File: src/rtl/lfsa_pkg.sv
// shared constants, status codes and helpers for the lowest free slot allocator
// no dependencies; imported by lfsa_lowest and the top level module of the block
package lfsa_pkg;

    localparam int SLOTS   = 64;
    localparam int GUESTS  = 256;
    localparam int SLOT_W  = (SLOTS > 2) ? $clog2(SLOTS) : 1;
    localparam int GIDX_W  = (GUESTS > 2) ? $clog2(GUESTS) : 1;
    localparam int FIELD_W = 6;

    typedef enum logic [1:0] {
        ST_OK         = 2'd0,
        ST_NO_FREE    = 2'd1,
        ST_SEATED     = 2'd2,
        ST_NOT_SEATED = 2'd3
    } status_t;

    typedef enum logic {
        FN_ARRIVE = 1'b0,
        FN_LEAVE  = 1'b1
    } func_t;

    // guest table row: guest id modulo table depth
    function automatic logic [GIDX_W-1:0] guest_index(input logic [7:0] id);
        logic [31:0] wide;
        begin
            wide = 32'(id) % GUESTS;
            return wide[GIDX_W-1:0];
        end
    endfunction

    // slot number cut or widened to the 6-bit result field
    function automatic logic [FIELD_W-1:0] to_field(input logic [SLOT_W-1:0] s);
        logic [31:0] wide;
        begin
            wide = 32'(s);
            return wide[FIELD_W-1:0];
        end
    endfunction

endpackage

File: src/rtl/lfsa_ram.sv
// generic single-write, single-read ram with registered read data
// no dependencies
module lfsa_ram #(
    parameter int WIDTH = 8,
    parameter int DEPTH = 256
) (
    input  logic                                   clk,
    input  logic                                   we,
    input  logic [((DEPTH > 2) ? $clog2(DEPTH) : 1)-1:0] waddr,
    input  logic [WIDTH-1:0]                       wdata,
    input  logic                                   re,
    input  logic [((DEPTH > 2) ? $clog2(DEPTH) : 1)-1:0] raddr,
    output logic [WIDTH-1:0]                       rdata
);

    logic [WIDTH-1:0] mem [DEPTH];
    logic [WIDTH-1:0] rdata_reg;

    always_ff @(posedge clk)
    begin
        if (we)
        begin
            mem[waddr] <= wdata;
        end
        if (re)
        begin
            rdata_reg <= mem[raddr];
        end
    end

    assign rdata = rdata_reg;

endmodule

File: src/rtl/lfsa_lowest.sv
// priority encoder: index of the lowest set bit of the slot map
// depends on lfsa_pkg
module lfsa_lowest
    import lfsa_pkg::*;
(
    input  logic [SLOTS-1:0]  map,
    output logic [SLOT_W-1:0] idx,
    output logic              found
);

    logic [SLOTS-1:0] onehot;

    // isolate the lowest set bit
    assign onehot = map & (~map + SLOTS'(1));
    assign found  = |map;

    always_comb
    begin
        idx = '0;
        for (int i = 0; i < SLOTS; i++)
        begin
            if (onehot[i])
            begin
                idx = idx | SLOT_W'(i);
            end
        end
    end

endmodule

File: src/rtl/lowest_free_slot_allocator.sv
// top level of the lowest free slot allocator: input stage, decision logic, result register
// depends on lfsa_pkg, lfsa_ram, lfsa_lowest
//
// channel  | direction | handshake            | payload
// ---------+-----------+----------------------+------------------------------------
// in       | to block  | in_valid / in_stall  | func, guest_id
// out      | from block| out_valid / out_stall| slot, status, lowest_free, all_taken
//
// one word per clock sustained while the result is not stalled; a word taken passes
// through the input stage, then the result register
// the rate is set by the single decision stage: at most one seat table write and one
// free map update per word, with a forward path around the registered seat table read
// reset marks every slot free and clears the seated flags at once; no clearing pass
// a stalled result holds the decision stage, and in_stall rises only when that
// stage is full and cannot move on
module lowest_free_slot_allocator
    import lfsa_pkg::*;
(
    input  logic               clk,
    input  logic               rst_n,
    input  logic               in_valid,
    output logic               in_stall,
    input  logic               func,
    input  logic [7:0]         guest_id,
    output logic               out_valid,
    input  logic               out_stall,
    output logic [FIELD_W-1:0] slot,
    output logic [1:0]         status,
    output logic [FIELD_W-1:0] lowest_free,
    output logic               all_taken
);

    // allocator state
    logic [SLOTS-1:0]  free_map_reg;
    logic [SLOTS-1:0]  free_map_next;
    logic [GUESTS-1:0] seated_reg;
    logic [GUESTS-1:0] seated_next;

    // decision stage
    logic              s1_valid_reg;
    func_t             s1_func_reg;
    logic [GIDX_W-1:0] s1_gidx_reg;
    logic              s1_fwd_hit_reg;
    logic [SLOT_W-1:0] s1_fwd_seat_reg;

    // result register
    logic               out_valid_reg;
    logic [FIELD_W-1:0] slot_reg;
    status_t            status_reg;
    logic [FIELD_W-1:0] lowest_free_reg;
    logic               all_taken_reg;

    // handshakes
    logic              in_take;
    logic              s1_advance;
    logic [GIDX_W-1:0] in_gidx;

    // seat table port signals
    logic              ram_we;
    logic [SLOT_W-1:0] ram_rdata;
    logic [SLOT_W-1:0] seat_cur;

    // lowest free slot now, and the one after it
    logic [SLOT_W-1:0] low_idx;
    logic              low_found;
    logic [SLOT_W-1:0] second_idx;
    logic              second_found;

    // decision results
    status_t           st_c;
    logic [SLOT_W-1:0] slot_c;
    logic [SLOT_W-1:0] after_idx_c;
    logic              after_none_c;
    logic              arrive_ok;
    logic              leave_ok;
    logic              seated_cur;

    assign s1_advance = s1_valid_reg && (!out_valid_reg || !out_stall);
    assign in_stall   = s1_valid_reg && !s1_advance;
    assign in_take    = in_valid && !in_stall;
    assign in_gidx    = guest_index(guest_id);

    // only a seating writes the seat table
    assign ram_we = s1_advance && arrive_ok;

    lfsa_ram #(
        .WIDTH(SLOT_W),
        .DEPTH(GUESTS)
    ) u_seat_ram (
        .clk  (clk),
        .we   (ram_we),
        .waddr(s1_gidx_reg),
        .wdata(low_idx),
        .re   (in_take),
        .raddr(in_gidx),
        .rdata(ram_rdata)
    );

    lfsa_lowest u_low (
        .map  (free_map_reg),
        .idx  (low_idx),
        .found(low_found)
    );

    // map with the lowest free bit cleared gives the lowest free after a seating
    lfsa_lowest u_second (
        .map  (free_map_reg & (free_map_reg - SLOTS'(1))),
        .idx  (second_idx),
        .found(second_found)
    );

    // table read taken on the same edge as the previous word's write sees old data
    assign seat_cur   = s1_fwd_hit_reg ? s1_fwd_seat_reg : ram_rdata;
    assign seated_cur = seated_reg[s1_gidx_reg];

    always_comb
    begin
        st_c         = ST_OK;
        slot_c       = '0;
        after_idx_c  = low_idx;
        after_none_c = !low_found;
        arrive_ok    = 1'b0;
        leave_ok     = 1'b0;
        case (s1_func_reg)
            FN_ARRIVE:
            begin
                if (seated_cur)
                begin
                    st_c = ST_SEATED;
                end
                else if (!low_found)
                begin
                    st_c = ST_NO_FREE;
                end
                else
                begin
                    arrive_ok    = 1'b1;
                    slot_c       = low_idx;
                    after_idx_c  = second_idx;
                    after_none_c = !second_found;
                end
            end
            FN_LEAVE:
            begin
                if (!seated_cur)
                begin
                    st_c = ST_NOT_SEATED;
                end
                else
                begin
                    leave_ok     = 1'b1;
                    slot_c       = seat_cur;
                    after_none_c = 1'b0;
                    if (!low_found || (seat_cur < low_idx))
                    begin
                        after_idx_c = seat_cur;
                    end
                end
            end
            default:
            begin
                st_c = ST_OK;
            end
        endcase
    end

    always_comb
    begin
        free_map_next = free_map_reg;
        seated_next   = seated_reg;
        if (s1_advance && arrive_ok)
        begin
            free_map_next[low_idx]   = 1'b0;
            seated_next[s1_gidx_reg] = 1'b1;
        end
        else if (s1_advance && leave_ok)
        begin
            free_map_next[seat_cur]  = 1'b1;
            seated_next[s1_gidx_reg] = 1'b0;
        end
    end

    // control state
    always_ff @(posedge clk or negedge rst_n)
    begin
        if (!rst_n)
        begin
            free_map_reg  <= '1;
            seated_reg    <= '0;
            s1_valid_reg  <= 1'b0;
            out_valid_reg <= 1'b0;
        end
        else
        begin
            free_map_reg <= free_map_next;
            seated_reg   <= seated_next;
            if (in_take)
            begin
                s1_valid_reg <= 1'b1;
            end
            else if (s1_advance)
            begin
                s1_valid_reg <= 1'b0;
            end
            if (s1_advance)
            begin
                out_valid_reg <= 1'b1;
            end
            else if (!out_stall)
            begin
                out_valid_reg <= 1'b0;
            end
        end
    end

    // payload registers
    always_ff @(posedge clk)
    begin
        if (in_take)
        begin
            s1_func_reg     <= func_t'(func);
            s1_gidx_reg     <= in_gidx;
            s1_fwd_hit_reg  <= ram_we && (s1_gidx_reg == in_gidx);
            s1_fwd_seat_reg <= low_idx;
        end
        if (s1_advance)
        begin
            slot_reg        <= to_field(slot_c);
            status_reg      <= st_c;
            lowest_free_reg <= after_none_c ? '0 : to_field(after_idx_c);
            all_taken_reg   <= after_none_c;
        end
    end

    assign out_valid   = out_valid_reg;
    assign slot        = slot_reg;
    assign status      = status_reg;
    assign lowest_free = lowest_free_reg;
    assign all_taken   = all_taken_reg;

    // a seating takes its slot out of the free map
    a_arrive_clears: assert property (@(posedge clk) disable iff (!rst_n)
        (s1_advance && arrive_ok) |=> !free_map_reg[$past(low_idx)])
        else $error("seated slot still marked free");

    // a seating marks the guest seated
    a_arrive_seats: assert property (@(posedge clk) disable iff (!rst_n)
        (s1_advance && arrive_ok) |=> seated_reg[$past(s1_gidx_reg)])
        else $error("guest not marked seated after arrive");

    // a leave returns its slot to the free map
    a_leave_frees: assert property (@(posedge clk) disable iff (!rst_n)
        (s1_advance && leave_ok) |=> free_map_reg[$past(seat_cur)])
        else $error("freed slot not marked free");

    // a full map reports slot zero as lowest free
    a_full_zero: assert property (@(posedge clk) disable iff (!rst_n)
        (out_valid_reg && all_taken_reg) |-> (lowest_free_reg == '0))
        else $error("lowest free not zero with every slot taken");

    // the input side is held back only by a full decision stage
    a_stall_cause: assert property (@(posedge clk) disable iff (!rst_n)
        in_stall |-> (s1_valid_reg && out_valid_reg && out_stall))
        else $error("input stalled without a blocked result");

endmodule

File: config.mk
export PLATFORM = sky130hd
export DESIGN_NAME = lowest_free_slot_allocator
export DESIGN_NICKNAME = d
export VERILOG_FILES = /design/src/rtl/lfsa_pkg.sv /design/src/rtl/lfsa_ram.sv /design/src/rtl/lfsa_lowest.sv /design/src/rtl/lowest_free_slot_allocator.sv
export SDC_FILE = /design/constraint.sdc
export NUM_CORES = 2
export LEC_CHECK = 0
export BUFFER_PORTS_ARGS = -buffer_cell sky130_fd_sc_hd__clkbuf_2
export CAP_MARGIN = 10
export CORE_ASPECT_RATIO = 1.2
export CORE_UTILIZATION = 29
export CTS_BUF_LIST = sky130_fd_sc_hd__clkbuf_8
export DETAILED_ROUTE_END_ITERATION = 16
export PLACE_DENSITY = 0.53
export SYNTH_ARGS = -nofsm -noshare
export SYNTH_HDL_FRONTEND = slang
export SYNTH_SLANG_ARGS = --single-unit
export TNS_END_PERCENT = 1
File: constraint.sdc
create_clock -name clk -period 9 [get_ports clk]
set_input_delay 0.45 -clock clk [delete_from_list [all_inputs] [get_ports clk]]
set_output_delay 0.45 -clock clk [all_outputs]
set_load 0.01 [all_outputs]
Word level (Yosys, flattened, before mapping)

Memory sizes are Yosys's and may differ from the RTL's. A register that Yosys moved wholly into a read port is not among the register bits.
Cells that the tools add are included.

Add/sub/neg operators: 3
Order comparisons: 7
Equality and inequality tests: 2
Mux-type cells: 193
Bitwise operators: 12
Reduce and logical (&&, ||, !) cells: 21

Operator list:

| operator                                                                            | count |
|---|---|
| 256-bit two-way mux                                                                 | 3 |
| 6-bit two-way mux                                                                   | 82 |
| 256-bit bitwise AND                                                                 | 1 |
| 64-bit bitwise AND                                                                  | 4 |
| 256-bit NOT                                                                         | 1 |
| 256-bit bitwise OR                                                                  | 1 |
| 64-bit two-way mux                                                                  | 3 |
| 64-bit NOT                                                                          | 3 |
| 5-bit two-way mux                                                                   | 32 |
| 64-bit by 1-bit adder with 64-bit output, second input constant                     | 2 |
| 64-bit OR reduction                                                                 | 2 |
| 4-bit two-way mux                                                                   | 16 |
| 64-bit bitwise OR                                                                   | 1 |
| 64-bit by 1-bit subtractor with 64-bit output, second input constant                | 1 |
| 1-bit two-way mux                                                                   | 31 |
| 3-bit two-way mux                                                                   | 8 |
| 6-bit case mux with 2 select lines                                                  | 2 |
| 2-bit two-way mux                                                                   | 10 |
| 6-bit by 7-bit < comparator with 1-bit output, second input constant                | 2 |
| 1-bit demux with 6-bit select                                                       | 2 |
| 6-bit by 1-bit greater-or-equal comparator with 1-bit output, second input constant | 2 |
| 1-bit logical AND                                                                   | 9 |
| 8-bit by 9-bit < comparator with 1-bit output, second input constant                | 1 |
| 1-bit binary-select mux with 8-bit select                                           | 1 |
| 11 further kinds                                                                    | 18 |

Register bits after elaboration: 353
RAM bits: 1536
Input port bits: 13
Output and inout bits: 17
Memories: 1

Memory list:

| memory         | words | width | read ports | clocked after memory_dff | wr ports | RTL line       | text |
|---|---|---|---|---|---|---|---|
| u_seat_ram.mem | 256   | 6     | 1          | 1                        | 1        | lfsa_ram.sv:16 | `logic [WIDTH-1:0] mem [DEPTH];` |

Logic depth before layout (Yosys ltp)

Depth in word-level cells: 74
Gate-level depth with buffers: 24
Depth with buffers taken out: 20

Modules after synthesis

From an unflattened synthesis, not the netlist that was laid out.

Cell total of the unflattened synthesis: 5015
Area, all modules: 80444.7 µm²

By module, submodules not included:

| module                     | instances | cells an instance | area each (µm²) | seq. area each (µm²) |
|---|---|---|---|---|
| lfsa_ram                   | 1         | 2964              | 60133.9         | 46304.4 |
| lowest_free_slot_allocator | 1         | 1639              | 17835.9         | 9068.7 |
| lfsa_lowest                | 2         | 206               | 1237.4          | 0.0 |

Worst setup path before layout

OpenSTA, ideal clock, no wires.

Path type: register to register
Start point: register free_map_reg[24]
End point: register lowest_free_reg[3] (netlist: lowest_free[3]) (data pin)
Library setup time: 271 ps
Arrival time: 7407 ps
Data required time: 8729 ps
Path slack: 1321 ps
Cell stages (with the launch flop): 23
Period minus slack after synthesis: 7679 ps
Path through: dfstp_2 -> clkbuf_1 -> or4_1 -> clkbuf_1 -> or4_1 -> nor4_1 -> nand2_1 -> o21ai_0 -> a221o_1 -> nor3_1 -> nand2_1 -> inv_1 -> ha_1 -> a21oi_1 -> nor2b_1 -> o21ai_0 -> nand2b_1 -> a21oi_1 -> or2_2 -> o311ai_1 -> mux2i_1 -> a21oi_1 -> a31oi_1

Elaborated cells on any way between the ends: 113
Those cells by class: add/sub: 3; order compare: 1; mux: 99; bitwise: 5; reduce/logical: 5

RTL lines:

| item                                         | RTL line                          | text |
|---|---|---|
| start, declared                              | lowest_free_slot_allocator.sv:34  | `logic [SLOTS-1:0] free_map_reg;` |
| start signal, assigned                       | lowest_free_slot_allocator.sv:195 | `free_map_reg <= free_map_next;` |
| 64-bit NOT (*)                               | lfsa_lowest.sv:14                 | `assign onehot = map & (~map + SLOTS'(1));` |
| 64-bit by 1-bit adder with 64-bit output (*) | lfsa_lowest.sv:14                 |  |
| 64-bit bitwise AND (*)                       | lfsa_lowest.sv:14                 |  |
| 5-bit two-way mux (4 in a row)               | lfsa_lowest.sv:22                 | `if (onehot[i])` |
| 6-bit two-way mux (31 in a row)              | lfsa_lowest.sv:22                 |  |
| 6-bit two-way mux (*)                        | lfsa_lowest.sv:22                 |  |
| net low_idx[2]                               | lowest_free_slot_allocator.sv:64  | `logic [SLOT_W-1:0] low_idx;` |
| 6-bit < comparator (*)                       | lowest_free_slot_allocator.sv:154 | `if (!low_found \|\| (seat_cur < low_idx))` |
| 1-bit logical OR (*)                         | lowest_free_slot_allocator.sv:154 |  |
| 6-bit two-way mux (*)                        | lowest_free_slot_allocator.sv:154 |  |
| 6-bit two-way mux (*)                        | lowest_free_slot_allocator.sv:145 | `if (!seated_cur)` |
| 6-bit two-way mux (*)                        | lowest_free_slot_allocator.sv:124 | `case (s1_func_reg)` |
| 6-bit two-way mux (*)                        | lowest_free_slot_allocator.sv:145 |  |
| 6-bit two-way mux (*)                        | lowest_free_slot_allocator.sv:124 |  |
| 6-bit case mux with 2 select lines (*)       | lowest_free_slot_allocator.sv:124 |  |
| end signal, assigned                         | lowest_free_slot_allocator.sv:230 | `lowest_free_reg <= after_none_c ? '0 : to_field(after_idx_c);` |
| end, declared                                | lowest_free_slot_allocator.sv:50  | `logic [FIELD_W-1:0] lowest_free_reg;` |

Mark *: on every way through the listed nets, which the timed path passes. The rest lies on a longest branch. The select of a mux whose other input is x is not followed.
A chain may end at the register's enable or synchronous reset.

Worst setup path after layout

Start point: register s1_gidx_reg[0]
End point: memory u_seat_ram.mem[185][1] (netlist bit), enable pin

Cells in the longest elaborated chain, start to end: 8

Ends and longest elaborated chain:

| item                                      | RTL line                          | text |
|---|---|---|
| start, declared                           | lowest_free_slot_allocator.sv:42  | `logic [GIDX_W-1:0] s1_gidx_reg;` |
| start signal, assigned                    | lowest_free_slot_allocator.sv:222 | `s1_gidx_reg <= in_gidx;` |
| 1-bit binary-select mux with 8-bit select | lowest_free_slot_allocator.sv:114 | `assign seated_cur = seated_reg[s1_gidx_reg];` |
| 1-bit two-way mux (implied by the code)   | lowest_free_slot_allocator.sv:114 |  |
| 1-bit two-way mux                         | lowest_free_slot_allocator.sv:127 | `if (seated_cur)` |
| 1-bit two-way mux (2 in a row)            | lowest_free_slot_allocator.sv:124 |  |
| 1-bit logical AND                         | lowest_free_slot_allocator.sv:84  | `assign ram_we = s1_advance && arrive_ok;` |
| 1-bit two-way mux                         | lfsa_ram.sv:21                    | `if (we)` |
| 1-bit two-way mux (implied by the code)   | lfsa_ram.sv:23                    | `mem[waddr] <= wdata;` |
| end, declared                             | lfsa_ram.sv:16                    |  |

Several ways; a longest one is shown, not always the timed one. The select of a mux whose other input is x is not followed.

==> impl_results.md <==
- Worst-path clk slew: 70 ps
- Number of synthesized flops with an enable pin: 1573
- CTS tree: yes
- Leading area contributor after synthesis: edfxtp_1
- Rel. slew slack: 0.177
- Crit start category: flop
- Core region area: 271000 um^2
- Worst setup EP type: flop
- Met1 WL: just under 90000 um
- Initial DRC count: 3746
- Syn Nets: between 4000 and 5000
- WL met3: around 11000 um
- Synthesized cell area: ~79000 um^2
- Port Buffers: 29
- Fmax: between 0.1 and 0.15 GHz
- Async SR Flop Fraction: 0.170
- Syn avg cell area: 17.1 um^2
- Register-to-Register Path Depth: 12
- Largest net degree at the start of global routing: around 140
- Final hold violation count: 0
- Register area: 55400 um^2
- Max VDD drop: 0.431 mV
- Met2 wire length: 110000 um
- Hold Crit Class: input pin to flop
- Post-Syn Instances: between 4000 and 5000
- Synth Flop Type: edfxtp_1
- Later-pin clock latency in the skew report: 930 ps
- Setup bufs post-CTS: 0
- Rows: 209
- Post-CTS sizing: 0
- Drt pass-1 iters: 8
- Final Max Slew Viols: 0
- Setup crit end: u_seat_ram.mem[185][1]$_DFFE_PP_
- Worst R2R Start: s1_gidx_reg[0]$_DFFE_PP_
- DRC violations left: 0
- Initial Util: 0.292
- Drt wl/cell: 25.6 um
- Ys Warns: 0
- Layout overhead on the synthesized area: 12.6%
- Pleak: 0.0289 uW
- Sink Count: 1895
- DIE AREA: 275000 um^2
- Global Route Usage Sum: 0.156
- Final Cycle Share: 0.744
- Top sig layer: met5
- Total grt overflow: 0
- Num CTS Buffers: 298
- Layout cell share with drive strength beyond 1: 0.243
- Synth cell types: 86
- Seq/Total Area, Yosys: 0.700
- Max-cap violations: 0
- ANT nets after route: 0
- Fillers: about 26000
- First-pass GRT wire length: 321000 um
- Fin crit period: ~6700 ps
- Power Dens Cells: 267 nW/um^2
- CP required: roughly 9500 ps
- Via count: 43947
- Die W: 479 um
- Final setup fails: 0
- Register bit total from synthesis: 1895
- Hpwl dp: 134000 um
- R2r endpoint: u_seat_ram.mem[185][1]$_DFFE_PP_
- Top-count cell post-synth: edfxtp_1
- Yosys top cell area share: 0.597
- Worst Clk Skew: 108 ps
- Critical Path Start: s1_gidx_reg[0]$_DFFE_PP_
- Avg Vias per Cell: 5.18
- Ranking of synthesized cells by area: edfxtp_1 (60%), mux4_2 (16%), dfrtp_1 (8.2%), o21ai_0 (2.5%), dfstp_2 (2.1%)
- Longest Clk Path Bufs: 4
- Worst hold margin: 123 ps
- Critical path class: flop to flop
- Hold_buf cts: 6
- Antenna violations before repair: 5
- Multi-input gate area: 22300 um^2
- Routed wire length: 217000 um
- Unrepaired setup endpoints after global routing: false
- CP arrival: 7180 ps
- Number of top-level pins: 30
- Setup TNS: 0 ps
- Slew @ Worst Pin: 1230 ps
- R2r setup slk: 2310 ps
- Root cell of the clock tree: clkbuf_8
- Top cells by count, synth: edfxtp_1 (1573), mux4_2 (553), o21ai_0 (402), nor2_1 (331), clkbuf_1 (294)
- Final GP Congestion: 0.934
- Outcome: finished clean
- Number of global-route vias before repair: 45757
- Final-stage net count: around 4700
- Total power: ~24000 uW
- H-tree Lvls: 5
- Die Span Y: 574 um
- Worst Path Max Fanout: 19
[metrics by stage]
| stage | utilization | cells | setup WS, ps | cell area, um^2 |
|---|---|---|---|---|
| floorplan | - | 4613 | 1320 | 79100 |
| global placement | 0.308 | 7967 | 2670 | 83400 |
| detailed placement | 0.308 | 7967 | 2490 | 83400 |
| CTS | 0.329 | 8485 | 2410 | 89000 |
| global route | 0.329 | 8486 | 2090 | 89000 |
| finish | 0.329 | 8486 | 2310 | 89000 |
[worst min path at each step]
| stage | startpoint | end | cells past startpoint | slack (ps) |
|---|---|---|---|---|
| floorplan | rst_n | asynchronous set/reset pin | 0 | 150 |
| global placement | s1_valid_reg$_DFFE_PN0P_ | out_valid$_DFFE_PN0P_ | 1 | 470 |
| detailed placement | flop | flop | 2 | 490 |
| CTS | guest_id[5] | s1_gidx_reg[5]$_DFFE_PP_ | 1 | 20 |
| global route | guest_id[5] | s1_gidx_reg[5]$_DFFE_PP_ | 1 | 80 |
| finish | guest_id[5] | s1_gidx_reg[5]$_DFFE_PP_ | 1 | 120 |
[critical path, stage by stage, from the launching register on]
cell and delay, ps:
edfxtp_1 920, and2_0 750, o2bb2ai_1 200, a2111oi_0 90, a2111o_1 470, nor4_1 680
nand4_1 270, buf_4 270, nor4_4 670, and3_1 380, nand2_2 630, buf_4 480
nor2_1 440
[area by class of cell]
class,instances,area share
Timing Repair Buffer,138,0.0127
Inverter,35,0.00173
Clock buffer,320,0.0495
Clock inverter,192,0.0132
Tap cell,3587,0.0504
Sequential cell,1895,0.622
Multi-Input combinational cell,2318,0.250
Antenna cell,1,0.0000281
[power by group]
part	internal (uW)	leakage (uW)	switching (uW)	total, uW
Sequential	12000	0.0185	99.5	12100
Clock	3650	0.00315	3400	7050
Combinational	864	0.00723	3800	4670
[cell usage in the layout (no fill, tap or decap), types with 64 or more instances in the layout]
| cell type | count |
|---|---|
| a21oi_1 | 121 |
| buf_4 | 95 |
| clkbuf_8 | 321 |
| dfrtp_1 | 258 |
| dfstp_2 | 64 |
| edfxtp_1 | 1573 |
| inv_1 | 112 |
| mux4_2 | 553 |
| nand2_1 | 124 |
| nor2_1 | 331 |
| o21ai_0 | 402 |
| o21ai_1 | 166 |
[cell families after synthesis]
kind of cell	synth area share
DFF	0.700
AOI/OAI and AO/OA	0.0614
and+or+nand+nor	0.0510
muxes	0.165
buffers and inverters	0.0195
adders and majority gates	0.00171
xor gates and xnor gates	0.00122
[per-layer routing]
metal	vias to the layer above	GRT usage
met5	-	0
met2	1537	0.268
met3	388	0.0228
met4	2	0.0568
li1	18720	-
met1	23300	0.198
No activity file was read; power rests on OpenSTA's default activity.
